===== src/rtl/brsct_pkg.sv =====
// shared types and constants of the bitmap rectangle block
`default_nettype none

package brsct_pkg;

  localparam int GRID_SIZE_DEF = 1024;
  localparam int COORD_W       = 10;
  localparam int CMD_W         = 2;
  localparam int LIT_W         = 21;
  localparam int WORD_W        = 64;
  localparam int OFF_W         = 6;
  localparam int QUEUE_DEPTH   = 4;
  localparam int RAM_DEPTH_DEF = 16384;

  localparam logic [CMD_W-1:0] OP_INVERT = 2'd0;
  localparam logic [CMD_W-1:0] OP_SET    = 2'd1;
  localparam logic [CMD_W-1:0] OP_CLEAR  = 2'd2;

  typedef struct packed {
    logic               active;
    logic [CMD_W-1:0]   op;
    logic [COORD_W-1:0] row_lo;
    logic [COORD_W-1:0] row_hi;
    logic [COORD_W-1:0] col_lo;
    logic [COORD_W-1:0] col_hi;
  } rect_cmd_t;

endpackage

`default_nettype wire


===== src/rtl/brsct_queue.sv =====
// short command queue between front end and sweep engine
`default_nettype none

module brsct_queue (
  input  wire logic          clk,
  input  wire logic          rst_n,
  input  wire logic          push_valid,
  output logic               push_ready,
  input  wire brsct_pkg::rect_cmd_t push_cmd,
  output logic               pop_valid,
  input  wire logic          pop_ready,
  output brsct_pkg::rect_cmd_t pop_cmd
);
  import brsct_pkg::*;

  localparam int PW = $clog2(QUEUE_DEPTH);

  rect_cmd_t     slot_r [QUEUE_DEPTH];
  logic [PW-1:0] wr_ptr_r;
  logic [PW-1:0] rd_ptr_r;
  logic [PW:0]   fill_r;
  logic          do_push;
  logic          do_pop;

  assign push_ready = (fill_r != (PW+1)'(QUEUE_DEPTH));
  assign pop_valid  = (fill_r != '0);
  assign do_push    = push_valid && push_ready;
  assign do_pop     = pop_valid && pop_ready;
  assign pop_cmd    = slot_r[rd_ptr_r];

  always_ff @(posedge clk) begin
    if (!rst_n) begin
      wr_ptr_r <= '0;
      rd_ptr_r <= '0;
      fill_r   <= '0;
    end else begin
      if (do_push) begin
        wr_ptr_r <= wr_ptr_r + PW'(1);
      end
      if (do_pop) begin
        rd_ptr_r <= rd_ptr_r + PW'(1);
      end
      if (do_push && !do_pop) begin
        fill_r <= fill_r + (PW+1)'(1);
      end else if (do_pop && !do_push) begin
        fill_r <= fill_r - (PW+1)'(1);
      end
    end
  end

  always_ff @(posedge clk) begin
    if (do_push) begin
      slot_r[wr_ptr_r] <= push_cmd;
    end
  end

endmodule

`default_nettype wire


===== config.mk =====
export PLATFORM = sky130hd
export DESIGN_NAME = brsct_queue
export DESIGN_NICKNAME = d
export VERILOG_FILES = /design/src/rtl/brsct_pkg.sv /design/src/rtl/brsct_queue.sv
export SDC_FILE = /design/constraint.sdc
export NUM_CORES = 1
export LEC_CHECK = 0
export ABC_AREA = 1
export BUFFER_PORTS_ARGS = -buffer_cell sky130_fd_sc_hd__buf_2
export CORE_ASPECT_RATIO = 1.5
export CORE_MARGIN = 2
export CORE_UTILIZATION = 57
export DETAILED_ROUTE_END_ITERATION = 8
export HOLD_SLACK_MARGIN = 0.05
export PLACE_DENSITY = 0.79
export SYNTH_ARGS = -nofsm -noshare
export SYNTH_HDL_FRONTEND = slang
export SYNTH_SLANG_ARGS = --single-unit

===== constraint.sdc =====
create_clock -name clk -period 3.9 [get_ports clk]
set_input_delay 0.39 -clock clk [delete_from_list [all_inputs] [get_ports clk]]
set_output_delay 0.39 -clock clk [all_outputs]
set_load 0.005 [all_outputs]

==> flow_summary.json <==
{
  "cp_cell_sequence": "inv_2 > buf_4 > o21ai_0 > o22ai_1 > buf_2",
  "worstMarginPinSlew_ns": 0.971,
  "critical-path-top-delay-family": "buffers and inverters",
  "grt-ovfl-total": 0,
  "cts_buffers": 17,
  "netlist_area_um2": 6840,
  "grt_usage_pct": 22.6,
  "rsz0062_at_grt": "false",
  "timing.final.max_slew_violations": 0,
  "critPathCaptureType": "primary output",
  "hold_buffers": 0,
  "dpl.hpwl_um": 8420,
  "post-synth-top-count-cell": "edfxtp_1",
  "path_buf_inv": 3,
  "cts_root_buf": "clkbuf_16",
  "synth-edff-count": 172,
  "setup_viol": 0,
  "fin_total_pwr_mw": 5.06,
  "avgSynthCellArea_um2": 14.2,
  "ctsResizeCount": 0,
  "area_growth_pct": 15.9,
  "rr_startpoint": "fill_r[0]$_SDFFE_PN0P_",
  "clk-insertion-delay-late_ns": 0.42,
  "coreArea_um2": 11800,
  "cp_max_fo": 56,
  "grt_max_degree": 87,
  "vias": 4268,
  "cp_data_required_time_ns": 3.51,
  "status": "completed",
  "die-width_um": 93.4,
  "synth_nets": 536,
  "synthTopCellsByCount": "edfxtp_1 (172), nor2_1 (100), o21ai_0 (80)",
  "synthTopCellsByArea": "edfxtp_1 (76%), o21ai_0 (5.9%), nor2_1 (5.5%)",
  "ir_drop_mv": 0.473,
  "final_cells": 740,
  "crit_arrival_ns": 2.36,
  "cts_buffer_depth": 2,
  "ctsHtreeMaxLevel": 4,
  "cts_tree": "yes",
  "synth_top_cell_by_area": "edfxtp_1",
  "wl_per_cell_um": 18.7,
  "finClkSkew_ns": 0.00903,
  "clkSlewWorstSetupHoldPaths_ns": 0.06,
  "setup_tns_ns": 0,
  "drcViolationCount": 0,
  "synthFlopType": "edfxtp_1",
  "cap_violations": 0,
  "worstSetupStartpointType": "flop",
  "num_rows": 49,
  "initial_utilization_pct": 57.8,
  "holdCritPathClass": "in -> reg",
  "firstDrtPassIters": 7,
  "synth.top_cell.area_share_pct": 75.6,
  "dieArea_um2": 12900,
  "die_h_um": 138,
  "drt_wl_total_um": 13900,
  "synthCells": 483,
  "finalCritPeriodShare_pct": 70.5,
  "ant_nets": 0,
  "ys_types": 19,
  "drt_iter0_markers": 332,
  "fin_area_um2": 7920,
  "vias_per_cell": 5.77,
  "period_minus_slack_ns": 2.75,
  "grt_pass1_vias": 4351,
  "yosys_register_bits": 181,
  "antenna_cells": 0,
  "slowest_stage": "inv_2",
  "grt_pass1_wl_um": 21800,
  "portBuffers": 91,
  "timing.fmax_mhz": 364,
  "cts_setup_buffers": 0,
  "nets": 627,
  "seq_area_frac_synth_pct": 78.2,
  "max-slew-margin-rel_pct": 35.1,
  "antenna_found_initial": 0,
  "placed_cells_incl_taps": 708,
  "postPlaceCellArea_um2": 7410,
  "critPathKind": "reg -> out",
  "slowest_delay_ns": 0.64,
  "p_per_area_nw_per_um2": 639,
  "holdCritStartpoint": "push_cmd[5]",
  "leakagePower_nw": 2.82,
  "cts_sinks": 181,
  "ios": 92,
  "ys_async_sr_fraction_pct": 0,
  "gp_congestion": 0.795,
  "ys.warnings.count": 0,
  "drive_gt1_share_pct": 22.7,
  "finalHoldViolCount": 0
}
routing by layer:
layer  wire [µm]  share of wire [%]  GRT usage, %  vias up
met1        5220                 38          26.1     2154
met3         653                4.7          5.94       24
li1            -                  -             -     1972
met4         309                2.2          8.28        0
met2        7680                 55          40.0      118
met5           0                  0             0        -
cell type report:
class                   count  area, µm²
flip-flops and latches    181       5350
fillers                   826       3910
multi-input cells         260       1300
repair buffers             98        508
clock buffers              18        429
well taps                 153        191
clock inverters            14       88.8
inverters                  16       60.1
flip-flops by register name, indices dropped and copies added (netlist names), named ones only:
register / flops
slot_r: 172
fill_r: 3
rd_ptr_r: 2
wr_ptr_r: 2
placed cells by master (no fill, tap or decap), drive strengths merged:
cell and n:
nand3 4, o21ai 87, dfxtp 9, o22ai 43, clkbuf 18, inv 17
edfxtp 172, clkinv 10, ha 5, xor2 1, clkinvlp 3, a21oi 3
nand2 15, buf 98, nand3b 1, fa 1, nor2 100
worst paths after layout:
path / to / slack [ns] / cells after the start
worst max register to register: slot_r[0][2]$_DFFE_PP_ / 1.53 / 5
worst min-delay path: slot_r[3][5]$_DFFE_PP_ / 0.19 / 1
worst min register to register: rd_ptr_r[1]$_SDFFE_PN0P_ / 0.51 / 2
worst max-delay path: pop_cmd[37] / 1.15 / 5
logic make-up after synthesis:
kind of cell / synth area share, %
xor+xnor: 0.128
fa+ha+maj: 1.21
simple gates: 6.72
flops: 78.2
buf+inv: 3.22
compound gates: 10.5
stage by stage:
step	worst slack [ns]	util (%)	hold slack [ns]
6_report	1.15	67.0	0.188
5_1_grt	0.929	67.0	0.173
4_1_cts	1.13	67.0	0.175
3_5_place_dp	1.49	62.6	0.493
3_3_place_gp	1.60	62.6	0.486
2_1_floorplan	0.963	-	0.465
report_power, final:
| part | total, mW | internal [mW] | switching, mW | leakage [nW] |
|---|---|---|---|---|
| sequential | 2.43 | 2.37 | 0.0650 | 1.65 |
| combinational | 1.15 | 0.396 | 0.753 | 0.917 |
| clock | 1.48 | 0.806 | 0.676 | 0.248 |
Power figures use the tool's default switching activity.
