===== config.mk =====
export PLATFORM = sky130hd
export DESIGN_NAME = brsct_front_flat
export DESIGN_NICKNAME = d
export VERILOG_FILES = /design/src/rtl/brsct_pkg.sv /design/src/rtl/brsct_cmd_if.sv /design/src/rtl/brsct_front.sv /design/src/flat_wrapper.sv
export SDC_FILE = /design/constraint.sdc
export NUM_CORES = 1
export LEC_CHECK = 0
export BUFFER_PORTS_ARGS = -buffer_cell sky130_fd_sc_hd__buf_2
export CAP_MARGIN = 20
export CORE_MARGIN = 2
export CORE_UTILIZATION = 41
export DETAILED_ROUTE_END_ITERATION = 8
export HOLD_SLACK_MARGIN = 0.1
export PLACE_DENSITY = 0.75
export SKIP_LAST_GASP = 1
export SLEW_MARGIN = 20
export SYNTH_ARGS = -nofsm -noshare
export SYNTH_HDL_FRONTEND = slang
export SYNTH_SLANG_ARGS = --single-unit

===== constraint.sdc =====
create_clock -name clk -period 2.1 [get_ports clk]
set_clock_uncertainty 0.15 [all_clocks]
set_input_delay 0.21 -clock clk [delete_from_list [all_inputs] [get_ports clk]]
set_output_delay 0.21 -clock clk [all_outputs]
set_load 0.01 [all_outputs]

===== src/rtl/brsct_pkg.sv =====
// shared types and constants of the bitmap rectangle block
`default_nettype none

package brsct_pkg;

  localparam int GRID_SIZE_DEF = 1024;
  localparam int COORD_W       = 10;
  localparam int CMD_W         = 2;
  localparam int LIT_W         = 21;
  localparam int WORD_W        = 64;
  localparam int OFF_W         = 6;
  localparam int QUEUE_DEPTH   = 4;
  localparam int RAM_DEPTH_DEF = 16384;

  localparam logic [CMD_W-1:0] OP_INVERT = 2'd0;
  localparam logic [CMD_W-1:0] OP_SET    = 2'd1;
  localparam logic [CMD_W-1:0] OP_CLEAR  = 2'd2;

  typedef struct packed {
    logic               active;
    logic [CMD_W-1:0]   op;
    logic [COORD_W-1:0] row_lo;
    logic [COORD_W-1:0] row_hi;
    logic [COORD_W-1:0] col_lo;
    logic [COORD_W-1:0] col_hi;
  } rect_cmd_t;

endpackage

`default_nettype wire


===== src/rtl/brsct_cmd_if.sv =====
// command channel interface
`default_nettype none

interface brsct_cmd_if;
  import brsct_pkg::*;

  logic               valid;
  logic               ready;
  logic [CMD_W-1:0]   cmd;
  logic [COORD_W-1:0] row_start;
  logic [COORD_W-1:0] col_start;
  logic [COORD_W-1:0] row_end;
  logic [COORD_W-1:0] col_end;

  modport source (output valid, cmd, row_start, col_start, row_end, col_end, input ready);
  modport sink   (input valid, cmd, row_start, col_start, row_end, col_end, output ready);
endinterface

`default_nettype wire


===== src/rtl/brsct_front.sv =====
// command front end: accepts, validates and clips rectangles
`default_nettype none

module brsct_front #(
  parameter int GRID_SIZE = brsct_pkg::GRID_SIZE_DEF
) (
  input  wire logic          clk,
  input  wire logic          rst_n,
  brsct_cmd_if.sink          in_ch,
  input  wire logic          clr_busy,
  output logic               push_valid,
  input  wire logic          push_ready,
  output brsct_pkg::rect_cmd_t push_cmd
);
  import brsct_pkg::*;

  localparam int LG = $clog2(GRID_SIZE);
  localparam int XW = (LG > COORD_W) ? LG : COORD_W;
  localparam logic [XW-1:0] TOP = XW'(GRID_SIZE - 1);

  logic            hold_valid_r;
  logic            hold_valid_nxt;
  rect_cmd_t       hold_r;
  rect_cmd_t       cls;
  logic            accept;
  logic [XW-1:0]   r0_x;
  logic [XW-1:0]   r1_x;
  logic [XW-1:0]   c0_x;
  logic [XW-1:0]   c1_x;

  assign r0_x = XW'(in_ch.row_start);
  assign r1_x = XW'(in_ch.row_end);
  assign c0_x = XW'(in_ch.col_start);
  assign c1_x = XW'(in_ch.col_end);

  always_comb begin
    cls.active = (in_ch.cmd <= OP_CLEAR) && (r0_x <= r1_x) && (c0_x <= c1_x)
                 && (r0_x <= TOP) && (c0_x <= TOP);
    cls.op     = in_ch.cmd;
    cls.row_lo = in_ch.row_start;
    cls.col_lo = in_ch.col_start;
    cls.row_hi = COORD_W'((r1_x > TOP) ? TOP : r1_x);
    cls.col_hi = COORD_W'((c1_x > TOP) ? TOP : c1_x);
  end

  assign in_ch.ready = !clr_busy && (!hold_valid_r || push_ready);
  assign accept      = in_ch.valid && in_ch.ready;

  always_comb begin
    hold_valid_nxt = hold_valid_r;
    if (accept) begin
      hold_valid_nxt = 1'b1;
    end else if (push_ready) begin
      hold_valid_nxt = 1'b0;
    end
  end

  always_ff @(posedge clk) begin
    if (!rst_n) begin
      hold_valid_r <= 1'b0;
    end else begin
      hold_valid_r <= hold_valid_nxt;
    end
  end

  always_ff @(posedge clk) begin
    if (accept) begin
      hold_r <= cls;
    end
  end

  assign push_valid = hold_valid_r;
  assign push_cmd   = hold_r;

endmodule

`default_nettype wire


===== src/flat_wrapper.sv =====
// flat-port wrapper written by rule: the top's interface ports become plain ports
module brsct_front_flat import brsct_pkg::*;
#(
  parameter int GRID_SIZE = brsct_pkg::GRID_SIZE_DEF
)
  (clk, rst_n, clr_busy, push_valid, push_ready, push_cmd, in_ch_valid, in_ch_cmd, in_ch_row_start, in_ch_col_start, in_ch_row_end, in_ch_col_end, in_ch_ready);
  brsct_cmd_if in_ch_i ();
  input  wire logic clk;
  input  wire logic rst_n;
  input  wire logic clr_busy;
  output logic push_valid;
  input  wire logic push_ready;
  output brsct_pkg::rect_cmd_t push_cmd;
  input wire logic [$bits(in_ch_i.valid)-1:0] in_ch_valid;
  input wire logic [$bits(in_ch_i.cmd)-1:0] in_ch_cmd;
  input wire logic [$bits(in_ch_i.row_start)-1:0] in_ch_row_start;
  input wire logic [$bits(in_ch_i.col_start)-1:0] in_ch_col_start;
  input wire logic [$bits(in_ch_i.row_end)-1:0] in_ch_row_end;
  input wire logic [$bits(in_ch_i.col_end)-1:0] in_ch_col_end;
  output wire logic [$bits(in_ch_i.ready)-1:0] in_ch_ready;
  assign in_ch_i.valid = in_ch_valid;
  assign in_ch_i.cmd = in_ch_cmd;
  assign in_ch_i.row_start = in_ch_row_start;
  assign in_ch_i.col_start = in_ch_col_start;
  assign in_ch_i.row_end = in_ch_row_end;
  assign in_ch_i.col_end = in_ch_col_end;
  assign in_ch_ready = in_ch_i.ready;
  brsct_front #(.GRID_SIZE(GRID_SIZE)) u_core (.clk(clk), .rst_n(rst_n), .in_ch(in_ch_i), .clr_busy(clr_busy), .push_valid(push_valid), .push_ready(push_ready), .push_cmd(push_cmd));
endmodule

==> results by group <==
STA
  • Final min period: about 2 ns
  • Achievable Freq: about 500 MHz
  • Relative slew slack: a little under three quarters
  • Final period util: between 90% and 100%
  • Setup TNS: 0 ns
  • Max-slew violation count: 0
  • Worst slew pin tran: between 0.4 and 0.5 ns
  • Unrepaired setup endpoints after global routing: no
  • # setup viols final: 0
  • Final hold vios: 0

Placed design
  • Post-DP Area: 0.002414 mm^2
  • PortBufs: 91
  • Placed wire-length estimate: 3087 um
  • Final Wtd Congestion: between 0.7 and 0.8

Cells and area
  • Synthesis-to-layout area growth: 52.32%
  • Total Nets Final: between 300 and 400
  • Final instance area: a little under 0.003 mm^2
  • Most common cell after layout, fill and taps aside: buf_2
  • Share of post-route cells with drive strength above 1: about two fifths
  • Commonest cells after routing, fill and taps aside: buf_2, dlygate4sd3_1, edfxtp_1, inv_1, ha_1
  • # diodes: 0

Clocking
  • CTS tree: yes
  • Register clock-pin slew on the reported worst setup and hold paths: 0.08 ns
  • Worst-skew pair later-pin latency: 0.29 ns
  • CTS root buf: clkbuf_8
  • CTS HTree Levels: 2
  • Clock Sinks: 44
  • Clk buf depth: 2
  • Clock buffer count from CTS: 5

Pwr
  • Total Power: 1.944 mW
  • Power density over the cells: 656.3 mW/mm^2
  • Leak pwr: 1.359 nW
  • Worst vdd ir: about 0.27 mV

Setup path
  • Largest stage delay on the critical path: 0.52 ns
  • Crit Path Class: input port to flop
  • CP Buf/Inv Count: 3
  • Data arrival time of the worst path: 1.91 ns
  • Crit path required time: 2.00 ns
  • Worst Setup End Kind: flop
  • Crit start category: input port
  • Slowest cell on crit path: dlygate4sd3_1
  • Crit-path most repeated cell: a211oi_1
  • Cells along the critical path: dlygate4sd3_1 > buf_2 > inv_1 > ha_1 > nand4_1 > a211oi_1 > a211oi_1 > o22a_1
  • Cell family with most CP delay: buffers and inverters
  • Crit Path Max Fanout: 3

Detailed routing
  • DR vias/cell: 4.622
  • Drt initial violations: 62
  • Post-route ant nets: 0
  • Remaining DRCs: 0
  • Drt pass-1 iters: 4
  • Routed WL: 4534 um
  • Vias: 1479
  • Routed len/inst: 14.17 um

Global route
  • Initial antenna violation count: 0
  • GR Util All Layers: between 15 and 20%
  • Met1 usage: 19.08%
  • Largest net degree at the start of global routing: 30
  • Met2 Track Usage GR: 31.62%
  • GR met3 Demand/Resource: 3.039%
  • Overflow after GRT: 0
  • Vias in the first global route: 1479
  • First-pass GRT wire length: between 6000 and 7000 um
  • Global route hottest layer: met2

Floorplanning
  • Initial Util: between 40% and 50%
  • IO Count: ~90
  • Chip height: 72.87 um
  • DIE AREA: between 0.005 and 0.006 mm^2
  • Die Wd: between 70 and 80 um
  • Core box area: roughly 0.0047 mm^2
  • FP Rows: 25

Yosys
  • Post-synthesis net count: 209
  • Synth Warn #: 0
  • Synth Instances: 142
  • Avg Cell Area, Syn: between 10 and 15 um^2
  • Post-synthesis sequential area ratio: 67.44%
  • #FFs+latches synth: 44
  • Synth cell types: 22
  • Mapped cell area: 0.001944 mm^2

Status
  • Status: finished clean

Worst hold path
  • Hold Crit Class: input port to flop

Job
  • Max-cap violation count: 0
where the power goes:
part / internal [mW] / leakage [nW] / switching [mW] / total (mW)
registers: 1.01 / 0.411 / 0.00928 / 1.02
logic: 0.156 / 0.895 / 0.141 / 0.297
clock network: 0.347 / 0.0532 / 0.282 / 0.629
total: 1.51 / 1.36 / 0.432 / 1.94
repair_timing:
action,4_1_cts,5_1_grt
gates resized for setup,0,1
setup endpoints to repair,0,1
hold buffers,44,0
buffers inserted,0,0
hold endpoints to repair,43,0
path summary, 6_finish.rpt:
kind                                  startpoint                               end  slack, ns  cells past startpoint
setup / recovery                in_ch_row_end[5]     u_core.push_cmd[42]$_DFFE_PP_        0.1                      8
hold reg to reg   u_core.push_valid$_SDFFE_PN0P_  u_core.push_cmd[8]$_SDFFCE_PN1P_       0.98                      3
setup reg to reg  u_core.push_valid$_SDFFE_PN0P_    u_core.push_valid$_SDFFE_PN0P_       0.17                      5
hold / removal                       in_ch_valid  u_core.push_cmd[8]$_SDFFCE_PN1P_       0.39                      2
Yosys cell counts (all sizes together):
master	instances	area [um^2]
clkbuf	20	75.07
and2	1	6.260
o22a	1	8.760
nand2b	2	12.51
o21a	1	7.510
dfxtp	1	20.02
nand4	4	25.02
a21oi	5	32.53
nor3	1	5.000
a211oi	5	42.54
inv	24	90.09
o21ai	5	25.02
ha	20	250.2
a2111oi	2	23.77
nor2	2	7.510
edfxtp	43	1291
nand2	4	15.01
nor2b	1	6.260
worst reg2reg max path, cell delays in order (launching register included):
cell	delay [ns]
dfxtp_1	0.33
nor2b_1	0.18
nor2_1	0.07
and2_2	0.34
o21a_1	0.22
dlygate4sd3_1	0.54
registers in the layout, summed over array words and instances, names as in the netlist:
name,cells
u_core.push_cmd,43
u_core.push_valid,1
cells by family (layout without fill, tap and decap cells):
family | after synthesis | in the layout | share of synthesized area (%)
fa+ha+maj | 20 | 20 | 12.87
compound gates | 19 | 19 | 7.207
flops | 44 | 44 | 67.44
buf+inv | 44 | 168 | 8.494
simple gates | 15 | 15 | 3.989
layer usage:
layer / vias to the layer above / part of all wire (%)
li1: 734 / -
met5: - / 0
met1: 684 / 38
met3: 9 / 4.5
met2: 52 / 55
met4: 0 / 2.1
through the flow:
stage | setup slack [ns] | cells | utilization, % | hold WS (ns)
finish | 0.09540 | 320 | 63.54 | 0.3859
global route | 0.01470 | 320 | 63.54 | 0.4062
CTS | 0.06756 | 320 | 63.52 | 0.3917
detailed placement | 0.3100 | 268 | 51.79 | 0.2522
global placement | 0.2661 | 268 | 51.79 | 0.2532
floorplan | 0.2445 | 142 | - | 0.1589
layout make-up:
| class | instances | area, um^2 |
|---|---|---|
| Clock buffer | 5 | 68.82 |
| Clock inverter | 3 | 37.54 |
| Fill cell | 362 | 1699 |
| Inverter | 24 | 90.09 |
| Multi-Input combinational cell | 54 | 470.5 |
| Sequential cell | 44 | 1311 |
| Tap cell | 54 | 67.56 |
| Timing Repair Buffer | 136 | 915.9 |
Power figures use the tool's default switching activity.
